`src/rtl/sfr_pkg.sv`:
```
// Shared types and constants for the stuffed frame receiver.
package sfr_pkg;

    // Line protocol bytes.
    localparam logic [7:0] FLAG_BYTE   = 8'h7E;
    localparam logic [7:0] ESC_BYTE    = 8'h7D;
    localparam logic [7:0] ESC_MASK    = 8'h20;
    localparam logic [7:0] ADDR_RESET  = 8'h03;

    // Result kinds.
    localparam logic KIND_PAYLOAD = 1'b0;
    localparam logic KIND_REPORT  = 1'b1;

    // Frame status codes.
    localparam logic [1:0] ST_COMMAND   = 2'd0;
    localparam logic [1:0] ST_DATA_GOOD = 2'd1;
    localparam logic [1:0] ST_DATA_BAD  = 2'd2;

    // Configuration register index.
    localparam logic REG_ADDRESS = 1'b0;

    // Packed output item width, rounded up to whole bytes.
    localparam int RES_BITS  = 8 + 2 + 8 + 1 + 16;
    localparam int DATA_BITS = ((RES_BITS + 7) / 8) * 8;

    // One result item from the decoder.
    typedef struct packed {
        logic        valid;
        logic        kind;
        logic [7:0]  payload_byte;
        logic [1:0]  frame_status;
        logic [7:0]  control_value;
        logic        sequence_bit;
        logic [15:0] payload_length;
    } t_result;

endpackage

```
`src/rtl/sfr_regs.sv`:
```
// APB configuration register block holding the expected address byte.
module sfr_regs
    import sfr_pkg::*;
(
    input  logic        i_clk,
    input  logic        i_rst_n,
    input  logic        psel,
    input  logic        penable,
    input  logic        pwrite,
    input  logic [2:0]  paddr,
    input  logic [31:0] pwdata,
    output logic [31:0] prdata,
    output logic        pready,
    output logic [7:0]  o_address_byte
);

    logic [7:0] r_address_byte;
    logic       w_write;

    // A write completes in the access phase; pready is always high.
    assign pready  = 1'b1;
    assign w_write = psel && penable && pwrite && pready;

    // Address register.
    always_ff @(posedge i_clk) begin
        if (!i_rst_n) begin
            r_address_byte <= ADDR_RESET;
        end else if (w_write && (paddr[2] == REG_ADDRESS)) begin
            r_address_byte <= pwdata[7:0];
        end
    end

    // Read back; addresses beyond the register read as zero.
    assign prdata = (paddr[2] == REG_ADDRESS) ? {24'd0, r_address_byte} : 32'd0;

    assign o_address_byte = r_address_byte;

endmodule

```
`src/rtl/sfr_decode.sv`:
```
// Frame state machine: flag hunt, header check, destuffing and block check.
module sfr_decode
    import sfr_pkg::*;
(
    input  logic       i_clk,
    input  logic       i_rst_n,
    input  logic       i_accept,
    input  logic [7:0] i_line_byte,
    input  logic [7:0] i_address_byte,
    output t_result    o_result
);

    localparam logic [2:0] PH_HUNT = 3'd0;
    localparam logic [2:0] PH_FLAG = 3'd1;
    localparam logic [2:0] PH_ADDR = 3'd2;
    localparam logic [2:0] PH_CTRL = 3'd3;
    localparam logic [2:0] PH_BODY = 3'd4;

    logic [2:0]  r_phase,        n_phase;
    logic [7:0]  r_held_control, n_held_control;
    logic [7:0]  r_running_xor,  n_running_xor;
    logic [7:0]  r_held_byte,    n_held_byte;
    logic        r_held_valid,   n_held_valid;
    logic        r_escape_seen,  n_escape_seen;
    logic [15:0] r_byte_count,   n_byte_count;
    logic [7:0]  w_value;
    logic        w_good;
    t_result     w_result;

    // Next state and result for the byte on the input.
    always_comb begin
        n_phase        = r_phase;
        n_held_control = r_held_control;
        n_running_xor  = r_running_xor;
        n_held_byte    = r_held_byte;
        n_held_valid   = r_held_valid;
        n_escape_seen  = r_escape_seen;
        n_byte_count   = r_byte_count;
        w_result       = '0;
        w_value        = r_escape_seen ? (i_line_byte ^ ESC_MASK) : i_line_byte;
        w_good         = r_held_valid && !r_escape_seen && (r_running_xor == r_held_byte);

        if (r_phase != PH_FLAG && r_phase != PH_ADDR && r_phase != PH_CTRL &&
            r_phase != PH_BODY) begin
            // Hunting: only a flag matters.
            n_escape_seen = 1'b0;
            n_phase       = (i_line_byte == FLAG_BYTE) ? PH_FLAG : PH_HUNT;
        end else if (i_line_byte == FLAG_BYTE) begin
            n_escape_seen = 1'b0;
            if (r_phase == PH_BODY) begin
                // Closing flag: report the frame and go back to hunting.
                w_result.valid         = 1'b1;
                w_result.kind          = KIND_REPORT;
                w_result.control_value = r_held_control;
                if (!r_held_valid && !r_escape_seen) begin
                    w_result.frame_status = ST_COMMAND;
                    w_result.sequence_bit = r_held_control[7];
                end else begin
                    w_result.frame_status   = w_good ? ST_DATA_GOOD : ST_DATA_BAD;
                    w_result.sequence_bit   = r_held_control[6];
                    w_result.payload_length = r_byte_count;
                end
                n_phase = PH_HUNT;
            end else begin
                // A raw flag inside the header restarts it.
                n_phase = PH_FLAG;
            end
        end else if (i_line_byte == ESC_BYTE && !r_escape_seen) begin
            n_escape_seen = 1'b1;
        end else begin
            n_escape_seen = 1'b0;
            case (r_phase)
                PH_FLAG: begin
                    n_phase = (w_value == i_address_byte) ? PH_ADDR : PH_HUNT;
                end
                PH_ADDR: begin
                    n_held_control = w_value;
                    n_phase        = PH_CTRL;
                end
                PH_CTRL: begin
                    if (w_value == (i_address_byte ^ r_held_control)) begin
                        n_running_xor = 8'd0;
                        n_held_byte   = 8'd0;
                        n_held_valid  = 1'b0;
                        n_byte_count  = 16'd0;
                        n_phase       = PH_BODY;
                    end else begin
                        n_phase = PH_HUNT;
                    end
                end
                default: begin
                    // Body: release the held byte, keep the new one back.
                    if (r_held_valid) begin
                        n_running_xor = r_running_xor ^ r_held_byte;
                        if (r_byte_count != 16'hFFFF) begin
                            n_byte_count = r_byte_count + 16'd1;
                        end
                        w_result.valid        = 1'b1;
                        w_result.kind         = KIND_PAYLOAD;
                        w_result.payload_byte = r_held_byte;
                    end
                    n_held_byte  = w_value;
                    n_held_valid = 1'b1;
                end
            endcase
        end
    end

    // State registers advance only on an accepted item.
    always_ff @(posedge i_clk) begin
        if (!i_rst_n) begin
            r_phase        <= PH_HUNT;
            r_held_control <= 8'd0;
            r_running_xor  <= 8'd0;
            r_held_byte    <= 8'd0;
            r_held_valid   <= 1'b0;
            r_escape_seen  <= 1'b0;
            r_byte_count   <= 16'd0;
        end else if (i_accept) begin
            r_phase        <= n_phase;
            r_held_control <= n_held_control;
            r_running_xor  <= n_running_xor;
            r_held_byte    <= n_held_byte;
            r_held_valid   <= n_held_valid;
            r_escape_seen  <= n_escape_seen;
            r_byte_count   <= n_byte_count;
        end
    end

    assign o_result = w_result;

    // A report always leaves the block hunting.
    a_report_hunt: assert property (@(posedge i_clk) disable iff (!i_rst_n)
        (i_accept && w_result.valid && w_result.kind == KIND_REPORT) |=> (r_phase == PH_HUNT))
        else $error("report did not return to hunting");

    // Payload bytes only come out of the body phase with a held byte.
    a_payload_body: assert property (@(posedge i_clk) disable iff (!i_rst_n)
        (w_result.valid && w_result.kind == KIND_PAYLOAD) |-> (r_phase == PH_BODY && r_held_valid))
        else $error("payload item outside the body");

    // An accepted payload item advances or holds the saturated count.
    a_count_step: assert property (@(posedge i_clk) disable iff (!i_rst_n)
        (i_accept && w_result.valid && w_result.kind == KIND_PAYLOAD) |=>
        (r_byte_count == $past(r_byte_count) + 16'd1 || r_byte_count == 16'hFFFF))
        else $error("byte count did not advance");

endmodule

```
`src/rtl/stuffed_frame_receiver_core.sv`:
```
// Top level of the stuffed frame receiver: decoder, registers and output skid buffer.
//
//  Channel   Dir  Handshake                      Payload
//  s_axis    in   s_axis_tvalid/s_axis_tready    tdata[7:0] line_byte
//  m_axis    out  m_axis_tvalid/m_axis_tready    tuser kind, tdata report and payload fields
//  apb       in   psel/penable/pwrite/pready     paddr[2:0], pwdata, prdata
//
// One line byte is taken per cycle while s_axis_tready is high; its result, if any, is
// registered into the output register, or into the skid entry when the output register is held.
// The decoder is a single combinational pass between the state and output registers.
// A two-entry output stage (output register plus skid) absorbs one item of downstream
// stall without blocking input; s_axis_tready drops only while the skid entry is full.
// Reset is synchronous and active low and clears all control state and the address
// register to 0x03; no clearing pass is needed.
module stuffed_frame_receiver_core
    import sfr_pkg::*;
(
    input  logic                 i_clk,
    input  logic                 i_rst_n,
    input  logic                 s_axis_tvalid,
    output logic                 s_axis_tready,
    // Fields from bit 0: line_byte[7:0].
    input  logic [7:0]           s_axis_tdata,
    output logic                 m_axis_tvalid,
    input  logic                 m_axis_tready,
    // Fields from bit 0: payload_byte[7:0], frame_status[9:8], control_value[17:10],
    // sequence_bit[18], payload_length[34:19], zero fill above.
    output logic [DATA_BITS-1:0] m_axis_tdata,
    // Fields from bit 0: result_kind.
    output logic                 m_axis_tuser,
    input  logic                 psel,
    input  logic                 penable,
    input  logic                 pwrite,
    input  logic [2:0]           paddr,
    input  logic [31:0]          pwdata,
    output logic [31:0]          prdata,
    output logic                 pready
);

    logic [7:0]           w_address_byte;
    logic                 w_accept;
    t_result              w_result;
    logic [DATA_BITS:0]   w_packed;
    logic                 w_push;
    logic                 w_pop;
    logic                 r_out_valid;
    logic [DATA_BITS:0]   r_out_data;
    logic                 r_skid_valid;
    logic [DATA_BITS:0]   r_skid_data;

    sfr_regs u_regs (
        .i_clk          (i_clk),
        .i_rst_n        (i_rst_n),
        .psel           (psel),
        .penable        (penable),
        .pwrite         (pwrite),
        .paddr          (paddr),
        .pwdata         (pwdata),
        .prdata         (prdata),
        .pready         (pready),
        .o_address_byte (w_address_byte)
    );

    assign s_axis_tready = !r_skid_valid;
    assign w_accept      = s_axis_tvalid && s_axis_tready;

    sfr_decode u_decode (
        .i_clk          (i_clk),
        .i_rst_n        (i_rst_n),
        .i_accept       (w_accept),
        .i_line_byte    (s_axis_tdata),
        .i_address_byte (w_address_byte),
        .o_result       (w_result)
    );

    // Pack the result: kind on top, data fields from bit 0.
    assign w_packed = {w_result.kind,
                       {(DATA_BITS - RES_BITS){1'b0}},
                       w_result.payload_length,
                       w_result.sequence_bit,
                       w_result.control_value,
                       w_result.frame_status,
                       w_result.payload_byte};

    assign w_push = w_accept && w_result.valid;
    assign w_pop  = r_out_valid && m_axis_tready;

    // Output register with one skid entry behind it.
    always_ff @(posedge i_clk) begin
        if (!i_rst_n) begin
            r_out_valid  <= 1'b0;
            r_skid_valid <= 1'b0;
        end else if (r_skid_valid) begin
            if (w_pop) begin
                r_out_valid  <= 1'b1;
                r_skid_valid <= 1'b0;
            end
        end else if (w_pop || !r_out_valid) begin
            r_out_valid <= w_push;
        end else if (w_push) begin
            r_skid_valid <= 1'b1;
        end
    end

    // Payload moves without reset.
    always_ff @(posedge i_clk) begin
        if (r_skid_valid) begin
            if (w_pop) begin
                r_out_data <= r_skid_data;
            end
        end else if (w_pop || !r_out_valid) begin
            if (w_push) begin
                r_out_data <= w_packed;
            end
        end else if (w_push) begin
            r_skid_data <= w_packed;
        end
    end

    assign m_axis_tvalid = r_out_valid;
    assign m_axis_tdata  = r_out_data[DATA_BITS-1:0];
    assign m_axis_tuser  = r_out_data[DATA_BITS];

    // The skid entry is only ever filled behind a full output register.
    a_skid_behind: assert property (@(posedge i_clk) disable iff (!i_rst_n)
        r_skid_valid |-> r_out_valid)
        else $error("skid entry full with empty output register");

    // A skid entry waits until the output register drains.
    a_skid_hold: assert property (@(posedge i_clk) disable iff (!i_rst_n)
        (r_skid_valid && !m_axis_tready) |=> (r_skid_valid && $stable(r_skid_data)))
        else $error("skid entry lost during stall");

endmodule
```
`config.mk`:
```
export PLATFORM = sky130hd
export DESIGN_NAME = stuffed_frame_receiver_core
export DESIGN_NICKNAME = d
export VERILOG_FILES = /design/src/rtl/sfr_pkg.sv /design/src/rtl/sfr_regs.sv /design/src/rtl/sfr_decode.sv /design/src/rtl/stuffed_frame_receiver_core.sv
export SDC_FILE = /design/constraint.sdc
export NUM_CORES = 1
export LEC_CHECK = 0
export BUFFER_PORTS_ARGS = -buffer_cell sky130_fd_sc_hd__buf_4
export CAP_MARGIN = 5
export CORE_ASPECT_RATIO = 1.25
export CORE_MARGIN = 5
export CORE_UTILIZATION = 40
export DETAILED_ROUTE_END_ITERATION = 7
export HOLD_SLACK_MARGIN = 0.03
export PLACE_DENSITY = 0.58
export SYNTH_ARGS = -nofsm -noshare
export SYNTH_HDL_FRONTEND = slang
export SYNTH_HIERARCHICAL = 1
export SYNTH_SLANG_ARGS = --single-unit
```
`constraint.sdc`:
```
create_clock -name i_clk -period 4.4 [get_ports i_clk]
set_input_delay 0.66 -clock i_clk [delete_from_list [all_inputs] [get_ports i_clk]]
set_output_delay 0.66 -clock i_clk [all_outputs]
set_load 0.05 [all_outputs]
```
==> results.txt, run 1 <==
The proportion of layout cells with a drive suffix above 1 is 0.262. The run gives 4720 ps as the data required time at the worst endpoint. The total CTS buffers is 17, and the synthesized instance count is 546.

The run gives 126 as the number of top-level pins. Setup slack on the worst reg-to-reg path comes out at 1800 ps. The number of setup buffers added after CTS is 0. The number of nets in the final layout is 664, and the worst-skew pair later-pin latency is 410 ps.

The number of cells on the worst reg-to-reg path is 7. Buffers placed on the I/O ports in this run total 69. The arrival time reported for the critical path endpoint was 2920 ps; the number of remaining DRC errors was 0.

Buffers inserted to repair hold after CTS numbered 0. Dividing total power by cell area gives a power density of 382 mW/mm^2. Max-cap violations in this run came to 0. After detailed routing, the average wire length per cell comes to 15.5 microns. The clock arrives with 6.94 ps of skew. The startpoint identified for the worst hold timing path is u_regs/o_address_byte[6]$_SDFFE_PN0P_. STA classifies the critical path endpoint as a register. The sort of element at the start of the critical path was a register.

The run gives 0 as the total congestion overflow after global routing. The run gives 0 ps as the total negative setup slack. Summing every instance area after synthesis gives 0.00615 sq mm. The slack of the critical path is 1800 ps. The logs give 50 for the number of rows created at floorplan and 6 for the Yosys warning count. The async set or reset register ratio after synthesis is 0.

The maximum single-stage delay on the critical path was 810 ps. The max-slew violation total from the final report is 0, and the initial detailed-routing violation count is 202. In this run, post-CTS repair resized a total of 0 instances. The tree is rooted in a sky130_fd_sc_hd__clkbuf_16. The worst hold path was traced through 2 stages. The number of global-route vias before repair came out at 4073. The synthesized netlist contains 60 unique library cells. The commonest non-fill, non-tap cell in the layout is sky130_fd_sc_hd__buf_4. The synthesized design contains 127 register bits. The first global-routing pass estimated 20.7 mm of wire.

The average vias per placed instance was 5.08; the number of setup violations in the final report was 0. Maximum buffer depth of the clock tree: 2. Highest-delay cell along the critical path: sky130_fd_sc_hd__nor4_1. Each instance of the synthesized netlist takes up on average 11.3 sq um. Number of hold violations in the final report: 0.

The count of nets left with antenna violations once routing finished came out at 0. The clock period minus worst slack works out to 2600 ps. The die is 149 microns tall. The tools report the relative slew slack as 0.258. The sequential element share of the synthesized area came out at 0.531. The routed layout has 4106 vias.

The run gives 0.0180 sq mm as the die area. TritonCTS built the clock tree. The horizontal die dimension came out at 121 microns. Summed over all cells, the static leakage comes to 2.92 nW. The layout overhead on the synthesized area is 18.6%, and the number of placed instances, taps included is 776. Half-perimeter wire length of the detailed placement result: 8.79 mm. The final period utilization came out at 0.591. The number of synthesized flops with an enable pin was 72; the weighted congestion reported at the end of routability-driven placement was 0.832. The count of inserted antenna diode cells was 0. The path class of the lowest-slack min-delay path was reg -> reg. For this run, the detailed router's first-pass iteration total came to 4. After clock tree synthesis, the clock-pin slew on the worst setup and hold paths is 50 ps. The run finished with clean final reports. Setup repair after global routing left no endpoint under its margin. The final layout contains routed wiring with a total length of 12.5 mm.

In this run the critical register-to-register path is launched from u_decode/r_byte_count[0]$_SDFFE_PN0P_. Timing would allow up to 0.385 GHz. In this run the critical register-to-register path is captured at u_decode/r_byte_count[8]$_SDFFE_PN0P_.

Entering global routing, the biggest net connects 41 pins. At the pin with the least slew margin, the transition time is 1110 ps. The tools report the post-place setup slack as 1400 ps.

The critical path goes through ha_1 -> nand2_1 -> nor4_1 -> a31oi_1 -> a31oi_2 -> o21ai_0 -> o31ai_1. The global-route usage over all layers is 0.145, and the depth of the CTS H-tree is 4. Clock tree synthesis found a total of 127 sinks. The category of the critical setup timing path was reg -> reg.

The final cell count without fillers was 808; the worst supply voltage drop on vdd was 0.218 mV. In the layout the commonest cells are sky130_fd_sc_hd__buf_4, sky130_fd_sc_hd__edfxtp_1, sky130_fd_sc_hd__dfxtp_1, sky130_fd_sc_hd__nor2_1, sky130_fd_sc_hd__nand2_1. The path with the worst hold slack has its endpoint at u_regs/o_address_byte[6]$_SDFFE_PN0P_. For this run, the leading register cell type out of synthesis is sky130_fd_sc_hd__edfxtp_1. The run gives 0.410 as the initial core utilization. Along the worst path, the maximum fanout reaches 8. Area inside the core boundary: 0.0150 sq mm. Initial antenna violation count: 0.
[cell type report]
class,instances,area [sq um]
clock buffers,22,454
clock inverters,10,138
fillers,1394,7720
inverters,7,26.3
multi-input cells,384,2610
flip-flops and latches,127,3260
well taps,182,228
repair buffers,76,571
[layer usage]
layer | global-route usage | routed length [microns] | vias to the layer above
met5 | 0 | 0 | -
met4 | 0.0595 | 178 | 0
met1 | 0.187 | 5730 | 1954
met3 | 0.0399 | 624 | 16
met2 | 0.228 | 6010 | 96
li1 | - | - | 2040
[Yosys cell counts, types with 2 or more instances]
library cell	instances	share of area
sky130_fd_sc_hd__edfxtp_1	72	0.35
sky130_fd_sc_hd__dfxtp_1	55	0.18
sky130_fd_sc_hd__nor2_1	42	0.026
sky130_fd_sc_hd__nand2_1	41	0.025
sky130_fd_sc_hd__mux2_2	36	0.066
sky130_fd_sc_hd__o21ai_0	34	0.028
sky130_fd_sc_hd__buf_4	30	0.037
sky130_fd_sc_hd__and2_1	28	0.028
sky130_fd_sc_hd__clkbuf_1	17	0.010
sky130_fd_sc_hd__mux2i_1	16	0.026
sky130_fd_sc_hd__xnor2_1	15	0.021
sky130_fd_sc_hd__a21oi_1	13	0.011
sky130_fd_sc_hd__and3_1	13	0.013
sky130_fd_sc_hd__nand3_1	10	0.0081
sky130_fd_sc_hd__a22o_1	8	0.011
sky130_fd_sc_hd__and2b_2	8	0.011
sky130_fd_sc_hd__nand4_1	8	0.0081
sky130_fd_sc_hd__nor3_1	7	0.0057
sky130_fd_sc_hd__a31oi_1	6	0.0061
sky130_fd_sc_hd__xnor3_1	6	0.022
sky130_fd_sc_hd__buf_6	5	0.0092
sky130_fd_sc_hd__inv_1	5	0.0031
sky130_fd_sc_hd__nand3b_1	5	0.0061
sky130_fd_sc_hd__nor2b_1	5	0.0051
sky130_fd_sc_hd__o211ai_1	5	0.0061
sky130_fd_sc_hd__xor2_1	5	0.0071
sky130_fd_sc_hd__or3b_2	4	0.0057
sky130_fd_sc_hd__conb_1	3	0.0018
sky130_fd_sc_hd__nor3b_1	3	0.0037
sky130_fd_sc_hd__nor4_1	3	0.0031
sky130_fd_sc_hd__or3_1	3	0.0031
sky130_fd_sc_hd__a22oi_1	2	0.0024
sky130_fd_sc_hd__and4b_1	2	0.0033
sky130_fd_sc_hd__buf_2	2	0.0016
sky130_fd_sc_hd__inv_2	2	0.0012
sky130_fd_sc_hd__nand4b_1	2	0.0028
sky130_fd_sc_hd__o31ai_1	2	0.0024
[through the flow]
| step | hold WS, ps | utilization | instance area [sq um] | total power [mW] |
|---|---|---|---|---|
| after floorplan | 452 | - | 6250 | 1.40 |
| after global placement | 481 | 0.446 | 6700 | 1.41 |
| after detailed placement | 487 | 0.446 | 6700 | 1.41 |
| after CTS | 492 | 0.486 | 7290 | 2.81 |
| after global routing | 507 | 0.486 | 7290 | 2.88 |
| final | 495 | 0.486 | 7290 | 2.78 |
[worst max-delay path by stage]
stage	startpoint	endpoint
CTS	u_decode/r_escape_seen$_SDFFE_PN0P_	r_skid_data[22]$_DFFE_PP_
global route	u_decode/r_byte_count[0]$_SDFFE_PN0P_	u_decode/r_byte_count[3]$_SDFFE_PN0P_
floorplan	s_axis_tdata[1]	r_out_data[0]$_DFFE_PP_
detailed placement	s_axis_tdata[0]	r_out_data[15]$_DFFE_PP_
finish	u_decode/r_byte_count[0]$_SDFFE_PN0P_	u_decode/r_byte_count[8]$_SDFFE_PN0P_
global placement	s_axis_tdata[0]	r_skid_data[15]$_DFFE_PP_
[critical path: cells and delay by family (launching register included)]
kind | cells | cell delay (ps)
compound gates | 4 | 970
fa+ha+maj | 1 | 230
flops | 1 | 380
simple gates | 2 | 930
[sequential cells by signal, indices dropped and copies added (netlist names)]
| signal | cells |
|---|---|
| u_decode/r_phase | 3 |
| u_regs/o_address_byte | 8 |
| u_decode/r_held_control | 8 |
| r_out_data | 36 |
| m_axis_tvalid | 1 |
| u_decode/r_held_valid | 1 |
| r_skid_data | 36 |
| u_decode/r_escape_seen | 1 |
| u_decode/r_held_byte | 8 |
| r_skid_valid | 1 |
| u_decode/r_running_xor | 8 |
| u_decode/r_byte_count | 16 |
[kinds of logic after synthesis]
logic type / after synthesis / share of synthesized area
xor gates and xnor gates: 27 / 0.0531
muxes: 52 / 0.0920
other: 3 / 0.00183
AOI/OAI and AO/OA: 81 / 0.0863
and+or+nand+nor: 193 / 0.171
DFF: 127 / 0.531
buffers and inverters: 62 / 0.0629
adders and majority gates: 1 / 0.00203
[power breakdown]
group	internal, mW	switching (mW)
registers	1.24	0.00333
logic	0.0366	0.102
clock network	0.904	0.495
total	2.18	0.600
No activity file was read; power rests on OpenSTA's default activity.
==> run 2: changes to the inputs <==
--- a/config.mk
+++ b/config.mk
@@ -5,6 +5,7 @@
 export SDC_FILE = /design/constraint.sdc
 export NUM_CORES = 1
 export LEC_CHECK = 0
+export ABC_AREA = 1
 export BUFFER_PORTS_ARGS = -buffer_cell sky130_fd_sc_hd__buf_4
 export CAP_MARGIN = 5
 export CORE_ASPECT_RATIO = 1.25
@@ -12,7 +13,7 @@
 export CORE_UTILIZATION = 40
 export DETAILED_ROUTE_END_ITERATION = 7
 export HOLD_SLACK_MARGIN = 0.03
-export PLACE_DENSITY = 0.58
+export PLACE_DENSITY = 0.6
 export SYNTH_ARGS = -nofsm -noshare
 export SYNTH_HDL_FRONTEND = slang
 export SYNTH_HIERARCHICAL = 1
==> constraint.sdc (replaced) <==
create_clock -name i_clk -period 2.09 [get_ports i_clk]
set_input_delay 0.3135 -clock i_clk [delete_from_list [all_inputs] [get_ports i_clk]]
set_output_delay 0.3135 -clock i_clk [all_outputs]
set_load 0.05 [all_outputs]
==> run 2 against run 1 <==
  * Wire length up 9.5%
  * Largest power group unchanged
  * Register-to-register slack worse by 1600 ps
  * First-iteration DRC count up 94%
  * Design area up 7.4%
  * Cell count up 40%
  * Sequential share of layout area down 3.1 points
  * Clock skew about the same
  * Die area up 4.4%
  * Via count up 24%
==> results.txt, run 2 <==
The area share of the largest cell type after synthesis works out to 0.336 (-0.0158). The detail-routed net length per standard cell works out to 12.2 microns (-22%). Setup repair after global routing left no endpoint under its margin.

The average instance area after synthesis was 7.94 sq um (-29%). The horizontal die dimension was 123 microns (+2.1%); the total detailed-routing wirelength was 13.7 mm (+9.5%). By count the netlist is led by sky130_fd_sc_hd__nand2_1, sky130_fd_sc_hd__nor2_1, sky130_fd_sc_hd__inv_1, sky130_fd_sc_hd__edfxtp_1, sky130_fd_sc_hd__dfxtp_1. The async set or reset register ratio after synthesis came out at 0 (unchanged). On the critical path the largest part of the delay comes from buffers and inverters.

The die span in y was 152 microns (+2.2%). The remaining antenna violation count was 0 (unchanged). The path class of the lowest-slack min-delay path was in -> reg. The max-slew violation total from the final report was 0 (unchanged). The number of placed instances, taps included was 1093 (+41%); the number of top-level pins was 126 (unchanged). Sequential element share of the synthesized area: 0.507 (-0.0239).

CTS root buffer: sky130_fd_sc_hd__clkbuf_16. The run gives 3.36 nW (+15%) as the leakage power figure. The run gives 6.39 mm (+6.3%) as the met2 wirelength from detailed routing. The final worst clock skew was 6.74 ps (-0.194 ps). Maximum number of pins on one net before global-route repair: 39 (-4.9%). The buffer and inverter count on the worst path was 3 (+3); the initial detailed-routing violation count was 392 (+94%). The run gives 5103 (+24%) as the via count.

The detailed router used layers up to and including met4. The area occupied by multi-input gates is 0.00259 sq mm (-0.72%). The run gives 0 (unchanged) as the total congestion overflow after global routing. The slew at the pin closest to its max-slew limit works out to 620 ps (-489 ps). The data required time at the worst endpoint came out at 1780 ps (-2940 ps).

The cell type with the highest aggregate area in the netlist is sky130_fd_sc_hd__edfxtp_1. The worst supply voltage drop on vdd is 0.539 mV (+150%). The number of hold violations in the final report is 0 (unchanged).

In the layout the commonest cells are sky130_fd_sc_hd__nand2_1, sky130_fd_sc_hd__buf_4, sky130_fd_sc_hd__nor2_1, sky130_fd_sc_hd__inv_1, sky130_fd_sc_hd__edfxtp_1. Commonest non-fill, non-tap cell in the layout: sky130_fd_sc_hd__nand2_1. The worst setup path is launched from a register.

For the count of instances resized after the clock tree is built, the log shows 0 (unchanged). Register area: 0.00326 sq mm (unchanged). The cell with the most instances after synthesis was sky130_fd_sc_hd__nand2_1. Total of fill cells in the finished design: 1553 (+11%). The Yosys warning count was 6 (unchanged); the instance area after placement was 0.00724 sq mm (+8.0%). The initial antenna violation count is 0 (unchanged), and the number of nets in the final layout is 954 (+44%).

The maximum buffer depth of the clock tree was 2 (unchanged). The maximum single-stage delay on the critical path works out to 380 ps (-430 ps). The clock period minus worst slack was 1950 ps.

The run finished with clean final reports. The relative slew slack is 0.586 (+0.328), and the number of synthesized flops with an enable pin is 72 (unchanged). The clock sink count was 127 (unchanged); the half-perimeter wire length of the detailed placement result was 9.93 mm (+13%). The logs give 17 (unchanged) for the total CTS buffers and 6.34 mm (+11%) for the length of routed wiring on met1. The weighted congestion reported at the end of routability-driven placement is 0.826 (-0.61%), and the proportion of layout cells with a drive suffix above 1 is 0.188 (-0.0742).

Average vias per placed instance: 4.52 (-11%). The cell that appears most often on the critical path is sky130_fd_sc_hd__buf_4. The total of flip-flops plus latches after synthesis was 127 (unchanged). The tools report the critical path endpoint category as an output port. The number of setup violations in the final report is 0 (unchanged), and the number of hold-repair buffers added at the cts stage is 0 (unchanged). On the critical path, the stage with the largest delay is an instance of sky130_fd_sc_hd__buf_4.

The quantity of I/O buffers inserted on ports was 69 (unchanged); the number of global-route vias before repair was 4574 (+12%). Layout overhead on the synthesized area: 21.6%. Category of the critical setup timing path: reg -> out. The number of rows created at floorplan came out at 51 (+2.0%). The power per standard cell area works out to 774 mW/mm^2 (+100%).

Final cell count without fillers: 1128 (+40%). The tools report the total iterations of the first detailed-routing run as 5 (+1). Area inside the core boundary: 0.0157 sq mm (+4.6%).

The depth of the CTS H-tree is 4 (unchanged). TritonCTS built the clock tree. The number of distinct standard cells referenced by the synthesized netlist is 37 (-38%). The maximum fanout along the worst path is 38 (+30). The highest achievable clock rate is 0.513 GHz, and the number of remaining DRC errors is 0 (unchanged). The tools report the wire length on met3 as 851 microns (+36%). The predominant post-synthesis flop cell was sky130_fd_sc_hd__edfxtp_1. The global-route usage over all layers was 0.149 (+0.00442); the synthesized area was 0.00644 sq mm (+4.7%). In the final layout, the registers with the most flip-flops are r_out_data (36), r_skid_data (36), u_decode/r_byte_count (16). The final period utilization was 0.932; the smallest hold slack was 120 ps (-374 ps).

The synthesized instance count is 811 (+49%), and the final core area utilization is 0.499 (+0.0134). The tools report the arrival time reported for the critical path endpoint as 1630 ps (-1290 ps). Initial core utilization: 0.410 (+0.000667). The die area is 0.0188 sq mm (+4.4%). The clock-pin slew of the registers on the worst-case setup and hold paths is 60 ps (about the same). The tools report the global-route wire length before repair as 22.5 mm (+8.6%).

After synthesis, the cell types taking the most area are sky130_fd_sc_hd__edfxtp_1, sky130_fd_sc_hd__dfxtp_1, sky130_fd_sc_hd__nand2_1. Count of inserted antenna diode cells: 0 (unchanged). The tools report the max capacitance violation total as 0 (unchanged).

The worst-skew pair later-pin latency came out at 410 ps (about the same). The tools report the final instance area as 0.00783 sq mm (+7.4%). The critical path goes through buf_4 -> inv_2 -> buf_4.
## run 2: cell types whose count changed after synthesis, sizes merged, moves of 16 or more
cell,previous run,this run
nand2,41,280
inv,7,88
nor2,42,105
nand3,11,50
mux2,36,0
and2,28,0
a21oi,13,38
o21ai,35,16
mux2i,16,0
## run 2: timing repair
action	CTS	global route
setup buffers	0	2
endpoints found under the hold margin	0	0
setup endpoints to repair	0	33
## run 2: per-stage QoR
step	setup WS (ps)	TNS (ps)	power, mW
final	142	0	6.06
after global routing	8.35	0	6.29
after CTS	36.2	0	6.13
after detailed placement	-51.6	-210	3.27
after global placement	-45.3	-51.6	3.27
after floorplan	-249	-8960	3.16
## run 2: power breakdown
part           internal [mW]  switching [mW]
Combinational          0.159           0.391
Sequential              2.65          0.0282
Clock                   1.75            1.08
## run 2: area by class of cell
type,count,area share
clock inverter,14,0.0184
clock buffer,18,0.0548
timing repair buffer,100,0.101
tap,212,0.0339
sequential,127,0.417
multi-input combinational,568,0.331
inverter,89,0.0447
## run 2: cells by family (layout without fill, tap and decap cells)
logic type               Yosys count  count (layout)  share of synthesized area
buffers and inverters            144             221                      0.115
AO/OA/AOI/OAI                     58              58                     0.0495
XOR/XNOR                          13              13                     0.0177
flip-flops                       127             127                      0.507
AND/OR/NAND/NOR                  465             466                      0.307
other                              3              30                    0.00175
adder cells (fa/ha/maj)            1               1                    0.00194
## run 2: routing by layer
| metal | GRT usage | vias to the layer above |
|---|---|---|
| li1 | - | 2700 |
| met1 | 0.204 | 2256 |
| met2 | 0.235 | 138 |
| met3 | 0.0334 | 9 |
| met4 | 0.0443 | 0 |
| met5 | 0 | - |
## run 2: final timing paths
kind                                           from                                      to  slack, ps  cells after the start
max reg2reg   u_decode/r_byte_count[0]$_SDFFE_PN0P_  u_decode/r_byte_count[13]$_SDFFE_PN0P_        180                     10
max                         r_skid_valid$_SDFF_PN0_                           s_axis_tready        140                      3
min reg2reg  u_decode/r_running_xor[1]$_SDFFE_PN0P_  u_decode/r_running_xor[1]$_SDFFE_PN0P_        470                      2
min                                       pwdata[1]   u_regs/o_address_byte[1]$_SDFFE_PN1P_        120                      3
## run 2: tightest hold or removal path: stages
cell and delay [ps]:
sky130_fd_sc_hd__buf_4 80, sky130_fd_sc_hd__nand2_1 40, sky130_fd_sc_hd__nand3_1 60
